`src/design/kvs_pkg.sv`:
```
`timescale 1ns / 1ps

package kvs_pkg;

  // Request opcodes.
  localparam logic [2:0] OP_INSERT = 3'd0;
  localparam logic [2:0] OP_ERASE  = 3'd1;
  localparam logic [2:0] OP_CLEAR  = 3'd2;
  localparam logic [2:0] OP_LOOKUP = 3'd3;
  localparam logic [2:0] OP_COUNT  = 3'd4;

  // Result status codes.
  localparam logic [1:0] ST_OK       = 2'd0;
  localparam logic [1:0] ST_NOTFOUND = 2'd1;
  localparam logic [1:0] ST_FULL     = 2'd2;
  localparam logic [1:0] ST_DUP      = 2'd3;

  // Cells reduced per scan cycle.
  localparam int GROUP = 8;

  typedef struct packed {
    logic [2:0]         opcode;
    logic [31:0]        key;
    logic signed [31:0] value;
  } kvs_in_t;

  typedef struct packed {
    logic [1:0]         status;
    logic               found;
    logic signed [31:0] read_value;
    logic [5:0]         match_count;
    logic [5:0]         entry_count;
  } kvs_out_t;

  // Per-cycle commands broadcast to every cell.
  typedef struct packed {
    logic cmp_en;
    logic ins_en;
    logic era_en;
  } cell_ctl_t;

endpackage

```
`src/design/kvs_cell.sv`:
```
`timescale 1ns / 1ps

module kvs_cell import kvs_pkg::*; #(
  parameter int KEY_BITS   = 32,
  parameter int VALUE_BITS = 32,
  parameter int FILL_W     = 6,
  parameter int IDX        = 0
) (
  input  logic                  clk,
  input  cell_ctl_t             ctl,
  input  logic [FILL_W-1:0]     fill,
  input  logic [KEY_BITS-1:0]   cmp_key,
  input  logic [VALUE_BITS-1:0] cmp_val,
  input  logic [KEY_BITS-1:0]   wr_key,
  input  logic [VALUE_BITS-1:0] wr_val,
  input  logic [KEY_BITS-1:0]   nb_key,
  input  logic [VALUE_BITS-1:0] nb_val,
  input  logic                  shift_in,
  output logic                  shift_out,
  output logic [KEY_BITS-1:0]   key_q,
  output logic [VALUE_BITS-1:0] val_q,
  output logic                  hit_q,
  output logic                  match_q
);

  localparam logic [FILL_W-1:0] MY_IDX = FILL_W'(IDX);

  logic [KEY_BITS-1:0]   key_r;
  logic [VALUE_BITS-1:0] val_r;
  logic                  hit_r;
  logic                  match_r;
  logic                  live;

  assign live      = MY_IDX < fill;
  // The hit travels up the row so that every cell above the erased entry moves down.
  assign shift_out = shift_in | hit_r;

  always_ff @(posedge clk) begin
    if (ctl.cmp_en) begin
      hit_r   <= live && (key_r == cmp_key);
      match_r <= live && (val_r == cmp_val);
    end
    if (ctl.era_en && shift_out) begin
      key_r <= nb_key;
      val_r <= nb_val;
    end else if (ctl.ins_en && (MY_IDX == fill)) begin
      key_r <= wr_key;
      val_r <= wr_val;
    end
  end

  assign key_q   = key_r;
  assign val_q   = val_r;
  assign hit_q   = hit_r;
  assign match_q = match_r;

endmodule

```
`config.mk`:
```
export PLATFORM = sky130hd
export DESIGN_NAME = kvs_cell
export DESIGN_NICKNAME = d
export VERILOG_FILES = /design/src/design/kvs_pkg.sv /design/src/design/kvs_cell.sv
export SDC_FILE = /design/constraint.sdc
export NUM_CORES = 1
export LEC_CHECK = 0
export BUFFER_PORTS_ARGS = -buffer_cell sky130_fd_sc_hd__buf_4
export CAP_MARGIN = 20
export CELL_PAD_IN_SITES_DETAIL_PLACEMENT = 1
export CELL_PAD_IN_SITES_GLOBAL_PLACEMENT = 2
export CORE_ASPECT_RATIO = 1.75
export CORE_UTILIZATION = 25
export CTS_CLUSTER_SIZE = 28
export DETAILED_ROUTE_END_ITERATION = 6
export GPL_TIMING_DRIVEN = 0
export PLACE_DENSITY_LB_ADDON = 0.08
export SYNTH_ARGS = -nofsm -noshare
export SYNTH_HDL_FRONTEND = slang
export SYNTH_SLANG_ARGS = --single-unit
```
`constraint.sdc`:
```
create_clock -name clk -period 3.9 [get_ports clk]
set_input_delay 0.585 -clock clk [delete_from_list [all_inputs] [get_ports clk]]
set_output_delay 0.585 -clock clk [all_outputs]
set_load 0.1 [all_outputs]
```
==> results_dict.tcl <==
set metrics [dict create \
    nNetsFinal 712 \
    final-max-slew-violation-count 0 \
    critPathTopFamily "simple AND/OR/NAND/NOR gates" \
    grt_usage_pct 15.76 \
    p_clk_share_pct 30.7 \
    synth_top_area_share_pct 52.73 \
    routedWlPerCell_um 17.73 \
    timing.rr.end "val_q[2]$_DFFE_PP_" \
    hold_class "primary input to register" \
    maxSlewHeadroom_pct 39.27 \
    synth_flop_cell "edfxtp_1" \
    setup_slack_ps 1515 \
    cp_slowest_cell "nand2_4" \
    met3RoutedLength_um 1098 \
    grt_remaining_overflow 0 \
    hpwl_um 10100 \
    r2r_start "hit_q$_DFFE_PP_" \
    combinationalPowerShare_pct 32.0 \
    placed_cell_area_um2 6015 \
    min-delay-start "ctl[2]" \
    cts_setup_buffers 0 \
    crit_arrival_ps 2340 \
    num-fill-cells 1633 \
    crit_required_ps 3850 \
    grt_pass1_vias 3264 \
    synth_area_leaders "edfxtp_1, mux2_4, xor2_1" \
    syn_area_um2 3759 \
    cpPeakStageDelay_ps 670 \
    p_leak_nw 2.880 \
    highest_layer "met4" \
    worstPathMaxFanout 64 \
    setup_tns_ps 0 \
    place_congestion 0.7202 \
    vias 2994 \
    htreeDepth 3 \
    antenna_found_initial 0 \
    min_period_ps 2385 \
    rrSetupSlack_ps 1820 \
    cts_hold_buf 0 \
    syn_inst 229 \
    ir_drop_uv 181.9 \
    rr_worst_depth 5 \
    cts-root-buf "clkbuf_16" \
    wl_met2_um 7297 \
    fmax_mhz 419.3 \
    postRouteAntennaNets 0 \
    holdPathEnd "hit_q$_DFFE_PP_" \
    grt_setup_unrepaired "false" \
    power_density_nw_per_um2 373.2 \
    cp-start-kind "primary input" \
    avgSynthCellArea_um2 16.41 \
    drtIter0Drc 21 \
    seq_power_share_pct 37.3 \
    wl_um 12330 \
    yosysMostFrequentCell "edfxtp_1" \
    core-area_um2 14760 \
    fin_worst_skew_ps 7.326 \
    dieArea_um2 15550 \
    setup_violations 0 \
    syn_to_final_growth_pct 66.68 \
    dp_slack_ps 1094 \
    diodes 0 \
    std_cell_rows 59 \
    wl_met1_um 3772 \
    crit_chain "buf_4 > or4_4 > nor3_2 > nand2_1 > nand2_4" \
    via_per_inst 4.308 \
    ys_warn_count 0 \
    synthArstFlopShare_pct 0 \
    ys_ff_latch 66 \
    stdcell_area_um2 6265 \
    drive_above_1_share_pct 69.73 \
    seq_area_um2 1982 \
    cts_buffer_depth 2 \
    multi_input_comb_area_um2 1657 \
    synth_top_area_cell "edfxtp_1" \
    ys_seq_area_share_pct 52.73 \
    cts_buffers 9 \
    clock-sinks 66 \
    ios 270 \
    grt_max_degree 65 \
    path_buf_inv 1 \
    floorplan.initialDensity_pct 25.46 \
    portBuffers 269 \
    cts_tree "yes" \
    clock_latency_ps 330 \
    power.switching_mw 0.7744 \
    synth_edf_count 66 \
    grt_pass1_wl_um 17420 \
    cts_resized 0 \
    die_w_um 94.69 \
    criticalPathCategory "primary input to register" \
    die-height_um 164.2 \
    cp-end-kind "register" \
    drv_cap 0 \
    intPower_mw 1.564 \
    tightest_slew_ps 911.0 \
    yosysUniqueCellTypes 15 \
    final_core_util_pct 42.43 \
    hold_path_depth 1 \
    synth.net_count 432 \
    synthTopCellsByCount "edfxtp_1, xor2_1, mux2_4" \
    status "finished, final reports clean" \
    hold_violations 0 \
    firstDrtPassIters 4 \
    clk_pin_slew_worst_paths_ps 50 \
    drcViolationCount 0 \
    finalCritPeriodShare_pct 61.15 \
    swShare_pct 33.12 \
]
[cells in the final DEF (no fill, tap or decap)]
cell and n:
buf_12 6, buf_4 270, clkbuf_1 1, clkbuf_16 9
clkinv_1 1, clkinv_2 2, clkinvlp_4 1, edfxtp_1 66
mux2_2 15, mux2_4 49, nand2_1 1, nand2_4 2
nand3_1 2, nand4_1 4, nor3_2 1, nor4_1 16
or2_4 1, or4_4 1, xnor2_1 8, xor2_1 56
[per-layer routing]
metal	vias up	track usage, %
met5	-	0
met3	8	5.833
met1	1402	13.99
met4	0	4.959
met2	162	31.39
li1	1422	-
[metrics by stage]
stage	hold slack (ps)	total power [mW]	std cells
2_1_floorplan	697.5	1.373	229
3_3_place_gp	711.8	1.637	681
3_5_place_dp	725.8	1.646	681
4_1_cts	450.5	2.374	695
5_1_grt	450.7	2.431	695
6_report	464.8	2.338	695
[worst max-delay path by stage]
stage,startpoint,endpoint,slack [ps],depth (start not counted)
after floorplan,hit_q$_DFFE_PP_,key_q[0]$_DFFE_PP_,300,5
after global placement,fill[3],val_q[19]$_DFFE_PP_,-310,5
after detailed placement,fill[3],val_q[19]$_DFFE_PP_,1090,5
after CTS,fill[3],val_q[2]$_DFFE_PP_,1440,5
after global routing,fill[3],val_q[2]$_DFFE_PP_,1350,5
final,fill[3],val_q[2]$_DFFE_PP_,1520,5
[registers in the layout, indices dropped and copies added (netlist names)]
register / flops
hit_q: 1
match_q: 1
val_q: 32
key_q: 32
[final cells by class]
cell class	count	area share [%]
Timing Repair Buffer	269	32.23
Sequential cell	66	31.64
Multi-Input combinational cell	156	26.44
Clock buffer	10	3.655
Tap cell	183	3.655
Buffer	7	2.037
Clock inverter	4	0.3395
[logic make-up after synthesis]
logic type	share of synthesized area, %
multiplexers	24.07
flip-flops	52.73
buffers and inverters	3.396
XOR/XNOR	14.91
AND/OR/NAND/NOR	4.894
[power groups by stage]
| stage | clock, mW | sequential (mW) | combinational [mW] |
|---|---|---|---|
| final | 0.718 | 0.872 | 0.748 |
| after global routing | 0.768 | 0.878 | 0.784 |
| after CTS | 0.741 | 0.873 | 0.759 |
| after detailed placement | 0 | 0.888 | 0.758 |
| after global placement | 0 | 0.888 | 0.749 |
| after floorplan | 0 | 1.19 | 0.185 |
Note: power is estimated with default switching activity, not from simulation.
